<file path="src/design/cvw_pkg.sv">
// Package for the codec volume register writer.
// Holds the microcode types, codes, control structs and the fixed tables.
// No dependencies.
`timescale 1ns / 1ps

package cvw_pkg;

  localparam int ADDR_W = 7;
  localparam int VALUE_W = 9;
  localparam int LEVEL_W = 7;
  localparam int CALC_W = 10;

  localparam logic signed [CALC_W-1:0] BASE_LEVEL = 10'sd121;
  localparam logic signed [CALC_W-1:0] LEVEL_MAX = 10'sd127;
  localparam logic [LEVEL_W-1:0] LEVEL_CLAMP = 7'h7F;
  localparam logic [VALUE_W-1:0] UPDATE_LATCH = 9'h080;
  localparam logic [VALUE_W-1:0] UPDATE_BOTH = 9'h180;

  localparam logic [ADDR_W-1:0] REG_HP_LEFT = 7'd2;
  localparam logic [ADDR_W-1:0] REG_HP_RIGHT = 7'd3;
  localparam logic [ADDR_W-1:0] REG_SP_LEFT = 7'd40;
  localparam logic [ADDR_W-1:0] REG_SP_RIGHT = 7'd41;

  localparam logic KIND_FRAME = 1'b0;
  localparam logic KIND_STATUS = 1'b1;
  localparam logic OP_VOLUME = 1'b0;

  typedef logic [3:0] step_t;

  localparam step_t STEP_DISPATCH = 4'd0;
  localparam step_t STEP_LEVELS = 4'd1;
  localparam step_t STEP_LOAD_HPL = 4'd2;
  localparam step_t STEP_LOAD_HPR = 4'd3;
  localparam step_t STEP_LOAD_SPL = 4'd4;
  localparam step_t STEP_LOAD_SPR = 4'd5;
  localparam step_t STEP_LOAD_RAW = 4'd6;
  localparam step_t STEP_CHECK = 4'd7;
  localparam step_t STEP_COMPARE = 4'd8;
  localparam step_t STEP_FINISH = 4'd9;

  typedef enum logic [1:0] {
    ST_OK,
    ST_BAD_INDEX,
    ST_BAD_LEVEL
  } status_t;

  typedef enum logic [1:0] {
    CFG_VOLUME_OFFSET,
    CFG_OUTPUT_MUTED,
    CFG_CODEC_READY
  } cfg_reg_t;

  typedef enum logic [2:0] {
    UOP_DISPATCH,
    UOP_LEVELS,
    UOP_LOAD,
    UOP_CHECK,
    UOP_COMPARE,
    UOP_FINISH
  } uop_t;

  typedef enum logic [2:0] {
    SEL_HP_LEFT,
    SEL_HP_RIGHT,
    SEL_SP_LEFT,
    SEL_SP_RIGHT,
    SEL_RAW
  } sel_t;

  typedef struct packed {
    uop_t  uop;
    sel_t  sel;
    step_t jump;
    step_t ret;
  } ucode_t;

  typedef struct packed {
    logic run;
    uop_t uop;
    sel_t sel;
  } ctrl_t;

  typedef struct packed {
    logic raw;
    logic index_bad;
    logic level_bad;
    logic addr_bad;
  } flags_t;

  function automatic logic [LEVEL_W-1:0] hp_atten(input logic [4:0] t);
    logic [LEVEL_W-1:0] v;
    case (t)
      5'd0:  v = 7'h7F;  5'd1:  v = 7'h49;  5'd2:  v = 7'h46;  5'd3:  v = 7'h42;
      5'd4:  v = 7'h3D;  5'd5:  v = 7'h3B;  5'd6:  v = 7'h39;  5'd7:  v = 7'h37;
      5'd8:  v = 7'h35;  5'd9:  v = 7'h33;  5'd10: v = 7'h31;  5'd11: v = 7'h2F;
      5'd12: v = 7'h2D;  5'd13: v = 7'h2B;  5'd14: v = 7'h29;  5'd15: v = 7'h27;
      5'd16: v = 7'h25;  5'd17: v = 7'h23;  5'd18: v = 7'h21;  5'd19: v = 7'h1F;
      5'd20: v = 7'h1D;  5'd21: v = 7'h1B;  5'd22: v = 7'h19;  5'd23: v = 7'h17;
      5'd24: v = 7'h15;  5'd25: v = 7'h13;  5'd26: v = 7'h11;  5'd27: v = 7'h0F;
      5'd28: v = 7'h0D;  5'd29: v = 7'h0B;  5'd30: v = 7'h09;
      default: v = 7'h7F;
    endcase
    return v;
  endfunction

  function automatic logic [LEVEL_W-1:0] sp_atten(input logic [4:0] t);
    logic [LEVEL_W-1:0] v;
    if (t == 5'd0) begin
      v = 7'h7F;
    end else begin
      v = 7'd31 - {2'b00, t};
    end
    return v;
  endfunction

  function automatic logic [VALUE_W-1:0] init_value(input logic [ADDR_W-1:0] a);
    logic [VALUE_W-1:0] v;
    case (a)
      7'd0:  v = 9'h097;  7'd1:  v = 9'h097;  7'd2:  v = 9'h180;  7'd3:  v = 9'h180;
      7'd7:  v = 9'h002;  7'd10: v = 9'h0FF;  7'd11: v = 9'h0FF;  7'd12: v = 9'h00F;
      7'd13: v = 9'h00F;  7'd17: v = 9'h07B;  7'd19: v = 9'h032;  7'd21: v = 9'h0C3;
      7'd22: v = 9'h0C3;  7'd23: v = 9'h0C1;  7'd25: v = 9'h1C0;  7'd26: v = 9'h060;
      7'd28: v = 9'h094;  7'd32: v = 9'h128;  7'd33: v = 9'h108;  7'd34: v = 9'h100;
      7'd35: v = 9'h050;  7'd36: v = 9'h050;  7'd37: v = 9'h100;  7'd38: v = 9'h050;
      7'd39: v = 9'h050;  7'd40: v = 9'h180;  7'd41: v = 9'h180;  7'd42: v = 9'h079;
      default: v = 9'h000;
    endcase
    return v;
  endfunction

endpackage

</file>
<file path="src/design/cvw_ucode_rom.sv">
// Microcode store of the codec volume register writer.
// One control word per step; depends on cvw_pkg.
`timescale 1ns / 1ps

module cvw_ucode_rom (
  input  cvw_pkg::step_t  pc,
  output cvw_pkg::ucode_t word
);

  always_comb begin
    case (pc)
      cvw_pkg::STEP_DISPATCH: word = '{cvw_pkg::UOP_DISPATCH, cvw_pkg::SEL_RAW,
                                       cvw_pkg::STEP_LOAD_RAW, cvw_pkg::STEP_FINISH};
      cvw_pkg::STEP_LEVELS:   word = '{cvw_pkg::UOP_LEVELS, cvw_pkg::SEL_RAW,
                                       cvw_pkg::STEP_FINISH, cvw_pkg::STEP_FINISH};
      cvw_pkg::STEP_LOAD_HPL: word = '{cvw_pkg::UOP_LOAD, cvw_pkg::SEL_HP_LEFT,
                                       cvw_pkg::STEP_CHECK, cvw_pkg::STEP_LOAD_HPR};
      cvw_pkg::STEP_LOAD_HPR: word = '{cvw_pkg::UOP_LOAD, cvw_pkg::SEL_HP_RIGHT,
                                       cvw_pkg::STEP_CHECK, cvw_pkg::STEP_LOAD_SPL};
      cvw_pkg::STEP_LOAD_SPL: word = '{cvw_pkg::UOP_LOAD, cvw_pkg::SEL_SP_LEFT,
                                       cvw_pkg::STEP_CHECK, cvw_pkg::STEP_LOAD_SPR};
      cvw_pkg::STEP_LOAD_SPR: word = '{cvw_pkg::UOP_LOAD, cvw_pkg::SEL_SP_RIGHT,
                                       cvw_pkg::STEP_CHECK, cvw_pkg::STEP_FINISH};
      cvw_pkg::STEP_LOAD_RAW: word = '{cvw_pkg::UOP_LOAD, cvw_pkg::SEL_RAW,
                                       cvw_pkg::STEP_CHECK, cvw_pkg::STEP_FINISH};
      cvw_pkg::STEP_CHECK:    word = '{cvw_pkg::UOP_CHECK, cvw_pkg::SEL_RAW,
                                       cvw_pkg::STEP_FINISH, cvw_pkg::STEP_FINISH};
      cvw_pkg::STEP_COMPARE:  word = '{cvw_pkg::UOP_COMPARE, cvw_pkg::SEL_RAW,
                                       cvw_pkg::STEP_FINISH, cvw_pkg::STEP_FINISH};
      default:                word = '{cvw_pkg::UOP_FINISH, cvw_pkg::SEL_RAW,
                                       cvw_pkg::STEP_DISPATCH, cvw_pkg::STEP_FINISH};
    endcase
  end

endmodule

</file>
<file path="src/design/cvw_sequencer.sv">
// Step counter, return register and busy flag of the codec volume register writer.
// Depends on cvw_pkg and cvw_ucode_rom.
`timescale 1ns / 1ps

module cvw_sequencer (
  input  logic            clk,
  input  logic            rst,
  input  logic            start,
  input  logic            ready,
  input  cvw_pkg::flags_t flags,
  output logic            busy,
  output cvw_pkg::ctrl_t  ctrl
);

  cvw_pkg::step_t  pc;
  cvw_pkg::step_t  pc_next;
  cvw_pkg::step_t  ret;
  cvw_pkg::step_t  ret_next;
  logic            busy_next;
  cvw_pkg::ucode_t word;

  cvw_ucode_rom u_rom (
    .pc   (pc),
    .word (word)
  );

  always_comb begin
    pc_next = pc;
    ret_next = ret;
    busy_next = busy;
    if (!busy) begin
      if (start) begin
        busy_next = 1'b1;
        pc_next = cvw_pkg::STEP_DISPATCH;
      end
    end else begin
      case (word.uop)
        cvw_pkg::UOP_DISPATCH: begin
          if (flags.raw) begin
            pc_next = word.jump;
          end else if (flags.index_bad) begin
            pc_next = cvw_pkg::STEP_FINISH;
          end else begin
            pc_next = pc + 4'd1;
          end
        end
        cvw_pkg::UOP_LEVELS: begin
          pc_next = flags.level_bad ? word.jump : pc + 4'd1;
        end
        cvw_pkg::UOP_LOAD: begin
          ret_next = word.ret;
          pc_next = word.jump;
        end
        cvw_pkg::UOP_CHECK: begin
          if (flags.addr_bad) begin
            pc_next = cvw_pkg::STEP_FINISH;
          end else if (!ready) begin
            pc_next = ret;
          end else begin
            pc_next = pc + 4'd1;
          end
        end
        cvw_pkg::UOP_COMPARE: begin
          pc_next = ret;
        end
        default: begin
          busy_next = 1'b0;
          pc_next = cvw_pkg::STEP_DISPATCH;
        end
      endcase
    end
  end

  always_comb begin
    ctrl.run = busy;
    ctrl.uop = word.uop;
    ctrl.sel = word.sel;
  end

  always_ff @(posedge clk) begin
    if (rst) begin
      busy <= 1'b0;
      pc <= cvw_pkg::STEP_DISPATCH;
      ret <= cvw_pkg::STEP_FINISH;
    end else begin
      busy <= busy_next;
      pc <= pc_next;
      ret <= ret_next;
    end
  end

endmodule

</file>
<file path="src/design/cvw_shadow_mem.sv">
// Shadow copy of the codec registers: a single-port memory with registered read.
// Entries never written read as the codec's power-up image; depends on cvw_pkg.
`timescale 1ns / 1ps

module cvw_shadow_mem #(
  parameter int REGISTER_COUNT = 43
) (
  input  logic                        clk,
  input  logic                        rst,
  input  logic                        rd_en,
  input  logic                        wr_en,
  input  logic [cvw_pkg::ADDR_W-1:0]  addr,
  input  logic [cvw_pkg::VALUE_W-1:0] wdata,
  output logic [cvw_pkg::VALUE_W-1:0] rdata
);

  localparam int IDX_W = (REGISTER_COUNT > 1) ? $clog2(REGISTER_COUNT) : 1;

  logic [cvw_pkg::VALUE_W-1:0] mem [REGISTER_COUNT];
  logic [REGISTER_COUNT-1:0]   written;
  logic [cvw_pkg::VALUE_W-1:0] rd_data;
  logic [cvw_pkg::VALUE_W-1:0] rd_init;
  logic                        rd_written;
  logic [IDX_W-1:0]            idx;

  assign idx = addr[IDX_W-1:0];

  always_ff @(posedge clk) begin
    if (wr_en) begin
      mem[idx] <= wdata;
    end
    if (rd_en) begin
      rd_data <= mem[idx];
      rd_init <= cvw_pkg::init_value(addr);
    end
  end

  always_ff @(posedge clk) begin
    if (rst) begin
      written <= '0;
      rd_written <= 1'b0;
    end else begin
      if (wr_en) begin
        written[idx] <= 1'b1;
      end
      if (rd_en) begin
        rd_written <= written[idx];
      end
    end
  end

  assign rdata = rd_written ? rd_data : rd_init;

endmodule

</file>
<file path="src/design/cvw_datapath.sv">
// Datapath of the codec volume register writer: level arithmetic, frame and status
// registers, driven by the microcode control word. Depends on cvw_pkg.
`timescale 1ns / 1ps

module cvw_datapath #(
  parameter int REGISTER_COUNT = 43,
  parameter int VOLUME_STEPS = 31
) (
  input  logic                        clk,
  input  logic                        rst,
  input  logic                        load,
  input  logic                        operation,
  input  logic [4:0]                  volume_index,
  input  logic [5:0]                  reg_address,
  input  logic [8:0]                  reg_value,
  input  logic signed [7:0]           volume_offset,
  input  logic                        output_muted,
  input  cvw_pkg::ctrl_t              ctrl,
  input  logic [cvw_pkg::VALUE_W-1:0] shadow_rdata,
  output cvw_pkg::flags_t             flags,
  output logic                        shadow_rd_en,
  output logic                        shadow_wr_en,
  output logic [cvw_pkg::ADDR_W-1:0]  shadow_addr,
  output logic [cvw_pkg::VALUE_W-1:0] shadow_wdata,
  output logic                        strobe,
  output logic                        result_kind,
  output logic [7:0]                  frame_first_byte,
  output logic [7:0]                  frame_second_byte,
  output logic [1:0]                  status,
  output logic                        last
);

  logic                               op_raw;
  logic [4:0]                         idx;
  logic [5:0]                         raddr;
  logic [8:0]                         rval;
  logic [cvw_pkg::LEVEL_W-1:0]        hp;
  logic [cvw_pkg::LEVEL_W-1:0]        sp;
  logic [cvw_pkg::ADDR_W-1:0]         addr;
  logic [cvw_pkg::VALUE_W-1:0]        val;
  cvw_pkg::status_t                   st;
  logic [4:0]                         tbl_idx;
  logic signed [cvw_pkg::CALC_W-1:0]  off_ext;
  logic signed [cvw_pkg::CALC_W-1:0]  hp_raw;
  logic signed [cvw_pkg::CALC_W-1:0]  sp_raw;
  logic [cvw_pkg::LEVEL_W-1:0]        hp_calc;
  logic [cvw_pkg::LEVEL_W-1:0]        sp_calc;
  logic [cvw_pkg::ADDR_W-1:0]         addr_sel;
  logic [cvw_pkg::VALUE_W-1:0]        val_sel;
  logic                               step_check;
  logic                               step_compare;
  logic                               differs;

  assign tbl_idx = output_muted ? 5'd0 : idx;
  assign off_ext = $signed({{2{volume_offset[7]}}, volume_offset});
  assign hp_raw = cvw_pkg::BASE_LEVEL + off_ext
                  - $signed({3'b000, cvw_pkg::hp_atten(tbl_idx)});
  assign sp_raw = cvw_pkg::BASE_LEVEL + off_ext
                  - $signed({3'b000, cvw_pkg::sp_atten(tbl_idx)});

  always_comb begin
    hp_calc = hp_raw[9] ? '0 : hp_raw[cvw_pkg::LEVEL_W-1:0];
    if (sp_raw[9]) begin
      sp_calc = '0;
    end else if (sp_raw > cvw_pkg::LEVEL_MAX) begin
      sp_calc = cvw_pkg::LEVEL_CLAMP;
    end else begin
      sp_calc = sp_raw[cvw_pkg::LEVEL_W-1:0];
    end
  end

  always_comb begin
    flags.raw = op_raw;
    flags.index_bad = {1'b0, idx} >= 6'(VOLUME_STEPS);
    flags.level_bad = hp_raw > cvw_pkg::LEVEL_MAX;
    flags.addr_bad = {1'b0, addr} >= 8'(REGISTER_COUNT);
  end

  always_comb begin
    case (ctrl.sel)
      cvw_pkg::SEL_HP_LEFT: begin
        addr_sel = cvw_pkg::REG_HP_LEFT;
        val_sel = {2'b00, hp} | cvw_pkg::UPDATE_LATCH;
      end
      cvw_pkg::SEL_HP_RIGHT: begin
        addr_sel = cvw_pkg::REG_HP_RIGHT;
        val_sel = {2'b00, hp} | cvw_pkg::UPDATE_BOTH;
      end
      cvw_pkg::SEL_SP_LEFT: begin
        addr_sel = cvw_pkg::REG_SP_LEFT;
        val_sel = {2'b00, sp} | cvw_pkg::UPDATE_LATCH;
      end
      cvw_pkg::SEL_SP_RIGHT: begin
        addr_sel = cvw_pkg::REG_SP_RIGHT;
        val_sel = {2'b00, sp} | cvw_pkg::UPDATE_BOTH;
      end
      default: begin
        addr_sel = {1'b0, raddr};
        val_sel = rval;
      end
    endcase
  end

  assign step_check = ctrl.run && ctrl.uop == cvw_pkg::UOP_CHECK;
  assign step_compare = ctrl.run && ctrl.uop == cvw_pkg::UOP_COMPARE;
  assign differs = shadow_rdata != val;
  assign shadow_rd_en = step_check && !flags.addr_bad;
  assign shadow_wr_en = step_compare && differs;
  assign shadow_addr = addr;
  assign shadow_wdata = val;

  always_ff @(posedge clk) begin
    if (load) begin
      op_raw <= operation != cvw_pkg::OP_VOLUME;
      idx <= volume_index;
      raddr <= reg_address;
      rval <= reg_value;
    end
    if (ctrl.run && ctrl.uop == cvw_pkg::UOP_LEVELS) begin
      hp <= hp_calc;
      sp <= sp_calc;
    end
    if (ctrl.run && ctrl.uop == cvw_pkg::UOP_LOAD) begin
      addr <= addr_sel;
      val <= val_sel;
    end
  end

  always_ff @(posedge clk) begin
    if (rst) begin
      st <= cvw_pkg::ST_OK;
      strobe <= 1'b0;
      result_kind <= cvw_pkg::KIND_FRAME;
      frame_first_byte <= '0;
      frame_second_byte <= '0;
      status <= '0;
      last <= 1'b0;
    end else begin
      strobe <= 1'b0;
      if (load) begin
        st <= cvw_pkg::ST_OK;
      end else if (ctrl.run) begin
        case (ctrl.uop)
          cvw_pkg::UOP_DISPATCH: begin
            if (!op_raw && flags.index_bad) begin
              st <= cvw_pkg::ST_BAD_INDEX;
            end
          end
          cvw_pkg::UOP_LEVELS: begin
            if (flags.level_bad) begin
              st <= cvw_pkg::ST_BAD_LEVEL;
            end
          end
          cvw_pkg::UOP_CHECK: begin
            if (flags.addr_bad) begin
              st <= cvw_pkg::ST_BAD_INDEX;
            end
          end
          cvw_pkg::UOP_COMPARE: begin
            if (differs) begin
              strobe <= 1'b1;
              result_kind <= cvw_pkg::KIND_FRAME;
              frame_first_byte <= {addr, val[8]};
              frame_second_byte <= val[7:0];
              status <= cvw_pkg::ST_OK;
              last <= 1'b0;
            end
          end
          cvw_pkg::UOP_FINISH: begin
            strobe <= 1'b1;
            result_kind <= cvw_pkg::KIND_STATUS;
            frame_first_byte <= '0;
            frame_second_byte <= '0;
            status <= st;
            last <= 1'b1;
          end
          default: begin
          end
        endcase
      end
    end
  end

endmodule

</file>
<file path="src/design/codec_volume_register_writer.sv">
// Top level of the codec volume register writer: configuration registers and
// wiring of sequencer, datapath and shadow memory. Depends on cvw_pkg and all cvw_ modules.
`timescale 1ns / 1ps

//  channel   | handshake              | payload
//  ----------+------------------------+-------------------------------------------
//  command   | start, busy            | operation, volume_index, reg_address,
//            |                        | reg_value
//  result    | strobe                 | result_kind, frame_first_byte,
//            |                        | frame_second_byte, status, last
//  config    | cfg_valid, cfg_ready   | cfg_index, cfg_data
//
// A raw register write keeps busy high through dispatch, load, shadow read, compare and
// the status item, without compare when the address is out of range or the codec is not
// ready. A volume command takes dispatch and level steps, then load, shadow read and
// compare per register, then the status item; the single shadow port sets the write steps.
// Reset is synchronous; it clears the configuration and marks every shadow entry as
// holding the codec's power-up image. Results cannot be stalled: each item is shown
// for one cycle with strobe high. cfg_ready is always high.

module codec_volume_register_writer #(
  parameter int REGISTER_COUNT = 43,
  parameter int VOLUME_STEPS = 31
) (
  input  logic       clk,
  input  logic       rst,
  input  logic       start,
  output logic       busy,
  input  logic       operation,
  input  logic [4:0] volume_index,
  input  logic [5:0] reg_address,
  input  logic [8:0] reg_value,
  output logic       strobe,
  output logic       result_kind,
  output logic [7:0] frame_first_byte,
  output logic [7:0] frame_second_byte,
  output logic [1:0] status,
  output logic       last,
  input  logic       cfg_valid,
  output logic       cfg_ready,
  input  logic [1:0] cfg_index,
  input  logic [7:0] cfg_data
);

  logic signed [7:0]            volume_offset;
  logic                         output_muted;
  logic                         codec_ready;
  cvw_pkg::flags_t              flags;
  cvw_pkg::ctrl_t               ctrl;
  logic                         load;
  logic                         shadow_rd_en;
  logic                         shadow_wr_en;
  logic [cvw_pkg::ADDR_W-1:0]   shadow_addr;
  logic [cvw_pkg::VALUE_W-1:0]  shadow_wdata;
  logic [cvw_pkg::VALUE_W-1:0]  shadow_rdata;

  assign cfg_ready = 1'b1;
  assign load = start && !busy;

  always_ff @(posedge clk) begin
    if (rst) begin
      volume_offset <= '0;
      output_muted <= 1'b0;
      codec_ready <= 1'b0;
    end else if (cfg_valid && cfg_ready) begin
      case (cfg_index)
        cvw_pkg::CFG_VOLUME_OFFSET: volume_offset <= $signed(cfg_data);
        cvw_pkg::CFG_OUTPUT_MUTED:  output_muted <= cfg_data[0];
        cvw_pkg::CFG_CODEC_READY:   codec_ready <= cfg_data[0];
        default: begin
        end
      endcase
    end
  end

  cvw_sequencer u_seq (
    .clk   (clk),
    .rst   (rst),
    .start (start),
    .ready (codec_ready),
    .flags (flags),
    .busy  (busy),
    .ctrl  (ctrl)
  );

  cvw_datapath #(
    .REGISTER_COUNT (REGISTER_COUNT),
    .VOLUME_STEPS   (VOLUME_STEPS)
  ) u_dp (
    .clk               (clk),
    .rst               (rst),
    .load              (load),
    .operation         (operation),
    .volume_index      (volume_index),
    .reg_address       (reg_address),
    .reg_value         (reg_value),
    .volume_offset     (volume_offset),
    .output_muted      (output_muted),
    .ctrl              (ctrl),
    .shadow_rdata      (shadow_rdata),
    .flags             (flags),
    .shadow_rd_en      (shadow_rd_en),
    .shadow_wr_en      (shadow_wr_en),
    .shadow_addr       (shadow_addr),
    .shadow_wdata      (shadow_wdata),
    .strobe            (strobe),
    .result_kind       (result_kind),
    .frame_first_byte  (frame_first_byte),
    .frame_second_byte (frame_second_byte),
    .status            (status),
    .last              (last)
  );

  cvw_shadow_mem #(
    .REGISTER_COUNT (REGISTER_COUNT)
  ) u_shadow (
    .clk   (clk),
    .rst   (rst),
    .rd_en (shadow_rd_en),
    .wr_en (shadow_wr_en),
    .addr  (shadow_addr),
    .wdata (shadow_wdata),
    .rdata (shadow_rdata)
  );

endmodule
</file>
<file path="config.mk">
export PLATFORM = sky130hd
export DESIGN_NAME = codec_volume_register_writer
export DESIGN_NICKNAME = d
export VERILOG_FILES = /design/src/design/cvw_pkg.sv /design/src/design/cvw_ucode_rom.sv /design/src/design/cvw_sequencer.sv /design/src/design/cvw_shadow_mem.sv /design/src/design/cvw_datapath.sv /design/src/design/codec_volume_register_writer.sv
export SDC_FILE = /design/constraint.sdc
export NUM_CORES = 1
export LEC_CHECK = 0
export BUFFER_PORTS_ARGS = -buffer_cell sky130_fd_sc_hd__buf_2
export CORE_MARGIN = 2
export CORE_UTILIZATION = 45
export DETAILED_ROUTE_END_ITERATION = 12
export GPL_TIMING_DRIVEN = 0
export PLACE_DENSITY = 0.66
export REMOVE_ABC_BUFFERS = 1
export SYNTH_ARGS = -nofsm -noshare
export SYNTH_HDL_FRONTEND = slang
export SYNTH_SLANG_ARGS = --single-unit
</file>
<file path="constraint.sdc">
create_clock -name clk -period 4.81 [get_ports clk]
set_input_delay 0.962 -clock clk [delete_from_list [all_inputs] [get_ports clk]]
set_output_delay 0.962 -clock clk [all_outputs]
set_load 0.02 [all_outputs]
</file>
# [After elaboration in Yosys (flattened, before gate mapping)]
# Memories as Yosys holds them, arrays and structs flattened. A register that Yosys moved wholly into a read port is not among the register bits.
# Cells that the tools add are included.
[totals] mem_bits_ro=1024 output_inout_bits=23 ramBits=387 register_bits=136 mem_count=4
[classes] mux=39 n_reduce_logical=28 n_lt_le_gt_ge=6 bitwise=3 addsub=5 eq_ne=15
[mem_list] name="(name not given)" depth=64 word_bits=9 rd=1 rd_ports_with_merged_regs=1 write_ports=0 line_no="cvw_pkg.sv:118" text="case (a)"
[mem_list] name="u_shadow.mem" depth=43 word_bits=9 rd=1 rd_ports_with_merged_regs=1 write_ports=1 line_no="cvw_shadow_mem.sv:19" text="logic [cvw_pkg::VALUE_W-1:0] mem [REGISTER_COUNT];"
[mem_list] name="(name not given)" depth=32 word_bits=7 rd=1 rd_ports_with_merged_regs=0 write_ports=0 line_no="cvw_pkg.sv:92" text="case (t)"
[mem_list] name="(name not given)" depth=16 word_bits=14 rd=1 rd_ports_with_merged_regs=1 write_ports=0 line_no="cvw_ucode_rom.sv:11" text="case (pc)"
[op_table] op="43-bit OR" count=1
[op_table] op="4-bit two-way mux" count=9
[op_table] op="9-bit one-hot mux with 4 select lines" count=1
[op_table] op="8-bit one-hot mux with 2 select lines" count=2
[op_table] op="6-bit one-hot mux with 4 select lines" count=1
[op_table] op="10-bit by 8-bit greater-than comparator with 1-bit output (second input constant)" count=2
[op_table] op="4-bit one-hot mux with 5 select lines" count=1
[op_table] op="10-bit by 8-bit subtractor with 10-bit output" count=2
[op_table] op="8-bit two-way mux" count=2
[op_table] op="7-bit two-way mux" count=2
[op_table] op="3-bit by 2-bit == test with 1-bit output (second input constant)" count=4
[op_table] op="8-bit by 8-bit adder with 9-bit output (first input constant)" count=1
[op_table] op="1-bit logical AND" count=9
[op_table] op="1-bit two-way mux" count=9
[op_table] op="9-bit two-way mux" count=1
[op_table] op="9-bit inequality test" count=1
[op_table] op="2-bit two-way mux" count=4
[op_table] op="2-bit AND reduction" count=4
[op_table] op="7-bit by 6-bit >= comparator with 1-bit output (second input constant)" count=1
[op_table] op="6-bit by 7-bit less-than comparator with 1-bit output (second input constant)" count=1
[op_table] op="1-bit binary-select mux with 6-bit select" count=1
[op_table] op="1-bit demux with 6-bit select" count=1
[op_table] op="3-bit by 1-bit == test with 1-bit output (second input constant)" count=2
[op_table] op="3-bit == test (second input constant)" count=2
[op_table] op="24 further kinds" count=32

# [Longest topological paths before layout]
# An unclocked memory read counts as a cell.
[depth] word_depth=9 depth_mapped=18 mapped_depth_nobuf=16

# [Hierarchy]
# From an unflattened synthesis, not the netlist that was laid out.
[hier_totals] cells_unflattened=1533 area_unflattened_um2=23114.7
[by_module_without_submodules] module="cvw_shadow_mem" area_per_inst_um2=17873.4 cells_per_inst=999 seq_area_each_um2=13042.5 n_inst=1
[by_module_without_submodules] module="cvw_datapath" area_per_inst_um2=3792.4 cells_per_inst=364 seq_area_each_um2=1921.8 n_inst=1
[by_module_without_submodules] module="cvw_sequencer" area_per_inst_um2=785.8 cells_per_inst=98 seq_area_each_um2=180.2 n_inst=1
[by_module_without_submodules] module="codec_volume_register_writer" area_per_inst_um2=474.2 cells_per_inst=46 seq_area_each_um2=200.2 n_inst=1
[by_module_without_submodules] module="cvw_ucode_rom" area_per_inst_um2=188.9 cells_per_inst=26 seq_area_each_um2=0.0 n_inst=1

# [Worst setup path after synthesis]
# OpenSTA, ideal clock, no wires.
[synth_timing] path_kind="register to register" from="register u_dp.addr (netlist bit u_dp.shadow_addr[2])" to="register u_seq.u_rom.word[10] (netlist name)" arrival_time_ns=3.922 setup_time_ns=0.123 path_stages_with_launch=15 required_time_ns=4.687 synth_period_minus_slack_ns=4.045 slack_ns=0.765 path_cell_list="edfxtp_1 > inv_1 > buf_1 > clkbuf_1 > clkbuf_1 > ha_1 > a211oi_1 > o211a_1 > a32o_1 > a21oi_1 > o311a_4 > nor2_4 > inv_1 > ha_1 > nand2b_1"
[synth_between] elab_chain_len=6
[synth_lines] element="start, declared" line_no="cvw_datapath.sv:39" text="logic [cvw_pkg::ADDR_W-1:0] addr;"
[synth_lines] element="start signal, assigned" line_no="cvw_datapath.sv:124" text="addr <= addr_sel;"
[synth_lines] element="7-bit by 6-bit >= comparator with 1-bit output" line_no="cvw_datapath.sv:76" text="flags.addr_bad = {1'b0, addr} >= 8'(REGISTER_COUNT);"
[synth_lines] element="4-bit two-way mux" line_no="cvw_sequencer.sv:55" text="if (flags.addr_bad) begin"
[synth_lines] element="4-bit one-hot mux with 5 select lines" line_no="cvw_sequencer.sv:37" text="case (word.uop)"
[synth_lines] element="4-bit two-way mux" line_no="cvw_sequencer.sv:31" text="if (!busy) begin"
[synth_lines] element="4-bit two-way mux (no line) (2 in a row)"
# No other way between the ends.
# A chain may end at the register's enable or synchronous reset.

# [Worst setup path in the final report]
[layout_timing] from="register u_dp.idx[3]" to="register u_seq.u_rom.word[10] (netlist name)"
[layout_between] elab_chain_len=9 word_cells_on_any_way=12 classes_between="add/sub: 1; order compare: 2; mux: 8; memory: 1"
[layout_lines] element="start, declared" line_no="cvw_datapath.sv:34" text="logic [4:0] idx;"
[layout_lines] element="start signal, assigned" line_no="cvw_datapath.sv:115" text="idx <= volume_index;"
[layout_lines] element="5-bit two-way mux" line_no="cvw_datapath.sv:54" text="assign tbl_idx = output_muted ? 5'd0 : idx;"
[layout_lines] element="memory read 32 x 7 bit"
[layout_lines] element="10-bit by 8-bit subtractor with 10-bit output" line_no="cvw_datapath.sv:57" text="- $signed({3'b000, cvw_pkg::hp_atten(tbl_idx)});"
[layout_lines] element="10-bit by 8-bit greater-than comparator with 1-bit output" line_no="cvw_datapath.sv:75" text="flags.level_bad = hp_raw > cvw_pkg::LEVEL_MAX;"
[layout_lines] element="4-bit two-way mux" line_no="cvw_sequencer.sv:48" text="pc_next = flags.level_bad ? word.jump : pc + 4'd1;"
[layout_lines] element="4-bit one-hot mux with 5 select lines *" line_no="cvw_sequencer.sv:37"
[layout_lines] element="4-bit two-way mux *" line_no="cvw_sequencer.sv:31"
[layout_lines] element="4-bit two-way mux (no line) * (2 in a row)"
# Mark *: on every way between the ends. The rest lies on a longest branch, timed or not.

==> flow_summary.yaml <==
yosys:
  synth_area_um2: 23000
  yosysUniqueCellTypes: 75
  syn_avg_cell_area_um2: 15.6
  yosysWarnings: 0
  ys.flop_type: "edfxtp_1"
  synth_edf_count: 455
  synthTopCellsByArea: "edfxtp_1 (59%), mux4_2 (12%), dfxtp_1 (8.4%)"
  async_flop_share_pct: 0
  yosysTopAreaCellShare_pct: 59.4
  synth_area_leader_cell: "edfxtp_1"
  ys_seq_elements: 552
  synthCells: 1475
  ys_seq_area_share_pct: 67.8
finish:
  fin_nets: 1592
  nFillCells: 4030
  regArea_um2: 15600
  antenna-diode-count: 0
  final_cell_area_um2: 26400
  layout-drive-gt1-share_pct: 20.5
  multi_input_area_um2: 6770
  syn_to_final_growth_pct: 14.8
  post-route-util_pct: 52.5
place:
  port_buffers: 55
  hpwl_um: 33000
  place_area_um2: 24600
  pre_cts_ws_ps: 294
  gp_congestion: 0.850
clocking:
  clockBufferDepth: 3
  cts_buffers: 54
  root_buffer: "clkbuf_16"
  clk_pin_slew_worst_paths_ps: 60
  cts_tree: "built"
  cts_resized: 0
  clkSinkCount: 552
  holdBufCountCts: 0
  clock_latency_ps: 610
  htreeDepth: 2
  post_cts.repair.setup_buffers: 0
routing:
  wl_per_cell_um: 22.2
  drt-initial-drc-count: 1095
  drt_wl_total_um: 49800
  antenna_left: 0
  via_per_inst: 5.69
  vias: 12789
  route.detailed.drc: 0
  drt_first_pass_iters: 5
floorplanning:
  die_h_um: 230
  die_w_um: 230
  die_area_um2: 52900
  initial_utilization_pct: 45.7
  io_pins: 58
  core_area_um2: 50300
  std_cell_rows: 82
global_routing:
  antenna_found_initial: 0
  grt_usage_pct: 19.0
  grt_max_degree: 99
  overflow: 0
  grt_pass1_vias: 12859
  grt_pass1_wl_um: 76600
hold_path:
  min_path_type: "reg -> reg"
  hold_start: "u_seq.u_rom.word[3]"
critical_path:
  cp-end-kind: "register"
  rr_startpoint: "u_dp.idx[3]"
  worst-endpoint-arrival_ps: 4680
  cp_max_fo: 11
  required_ps: 5290
  cp-start-kind: "register"
  critPathKind: "reg -> reg"
  cp-startpoint: "u_dp.idx[3]"
job:
  drv_cap: 0
sta:
  clock_skew_ps: 19.0
  fin_crit_sh_pct: 87.2
  setup_viol: 0
  tightest_slew_ps: 1170
  max_freq_mhz: 238
  drv_slew: 0
  hold_ws_ps: 434
  fin_crit_ps: 4200
  hold_violations: 0
  relSlewSlack_pct: 21.8
  rsz0062_at_grt: "false"
  fin_ws_ps: 614
pwr:
  clkPwrFrac_pct: 41.1
  p_int_mw: 7.91
  power_density_nw_per_um2: 384
  switching_share_pct: 22.0
  ir_worst_vdd_mv: 0.275
  combPwrFrac_pct: 6.7
  p_leak_nw: 8.77
  seqPwrFrac_pct: 52.2
  power.switching_mw: 2.23
  fin_total_pwr_mw: 10.1
outcome:
  outcome: "finished, final reports clean"
[power by group through the flow]
stage,Clock [mW],Sequential [mW],Combinational (mW)
after detailed placement,0,5.40,0.664
after global placement,0,5.46,0.573
after CTS,4.24,5.30,0.667
after floorplan,0,5.40,0.425
final,4.17,5.30,0.679
after global routing,4.42,5.30,0.740
[cell type report]
class	instances	share of cell area, %
multi-input combinational	764	25.6
inverter	68	0.967
sequential	552	59.1
clock inverter	32	1.09
tap	672	3.18
timing repair buffer	90	4.44
clock buffer	68	5.59
[registers in the layout, indices dropped and copies added (netlist names), 2 cells and up]
signal	cells
u_dp.rval	9
u_dp.frame_first_byte	7
u_dp.shadow_wdata	9
u_dp.st	2
volume_offset	8
u_dp.shadow_addr	6
u_shadow.written	43
u_dp.raddr	6
u_dp.status	2
u_dp.frame_second_byte	8
u_seq.u_rom.word	13
u_seq.ret	4
u_shadow.rd_init	9
u_dp.idx	5
u_shadow.rd_data	9
u_dp.hp	7
u_seq.pc	4
u_dp.sp	7
u_shadow.mem	387
[synth_stat cells (6+ instances only)]
cell and number:
edfxtp_1 455, mux4_2 118, nor2_1 118, dfxtp_1 97
nand2_1 83, inv_1 67, clkbuf_1 65, a21oi_1 56
mux2i_1 49, o22ai_1 49, o21ai_0 33, ha_1 25
a22oi_1 20, nand3_1 18, xor2_1 17, buf_1 15
nor2b_1 14, o211ai_1 12, xnor2_1 11, a211oi_1 10
nand2b_1 10, or2_2 10, and2_1 8, mux2_2 8
nor3_1 8, a21o_1 6, buf_2 6
[worst max-delay path: stages, from the launching register on]
cell,delay (ps)
edfxtp_1,520
inv_1,160
nor2_1,80
nor3_1,550
mux2_2,440
fa_1,480
a211o_1,320
o211ai_1,130
a221o_2,250
and2_4,220
o211a_1,390
nor2_1,80
ha_1,310
nand2b_1,140
[per-layer routing]
metal	global-route usage [%]	wire, um
met1	26.4	21500
met2	30.8	24100
met3	2.94	2990
met4	6.51	1290
met5	0	0
[logic make-up after synthesis]
family                   count (synthesis)  synth area share (%)
flip-flops                             552                  67.8
AND/OR/NAND/NOR                        298                  5.94
AO/OA/AOI/OAI                          234                  6.76
multiplexers                           175                  14.1
buffers and inverters                  159                  2.74
XOR/XNOR                                28                  1.07
adder cells (fa/ha/maj)                 27                  1.53
other                                    2                0.0327
[cells in the final DEF, fill, tap and decap left out, types with 6 or more instances in the layout]
cell type and count:
xor2_1 17, nand3_1 18, a211oi_1 10, clkbuf_1 8, ha_1 25, nor3_1 8
o211ai_1 12, clkinv_2 13, xnor2_1 11, mux2i_1 49, clkinv_1 10, nor2b_1 14
o22ai_1 49, a21o_1 6, nand2_1 83, edfxtp_1 455, inv_1 66, mux2_2 8
a21oi_1 56, nor2_1 118, buf_16 29, o21ai_0 33, buf_2 54, nand2b_1 10
mux4_2 118, dfxtp_1 97, a22oi_1 20, or2_2 10, clkbuf_16 55, and2_1 8
[through the flow]
step	TNS [ps]	instances
2_1_floorplan	-582780	1384
3_3_place_gp	-2222960	2111
3_5_place_dp	0	2143
4_1_cts	0	2243
5_1_grt	0	2246
6_report	0	2246
[final timing paths]
| path | slack (ps) | to | cells after the start |
|---|---|---|---|
| worst max-delay path | 610 | u_seq.u_rom.word[10] | 13 |
| worst min-delay path | 430 | u_seq.ret[3] | 1 |
| worst max register to register | 610 | u_seq.u_rom.word[10] | 13 |
| worst min register to register | 430 | u_seq.ret[3] | 1 |
(Power assumes the default switching activity.)
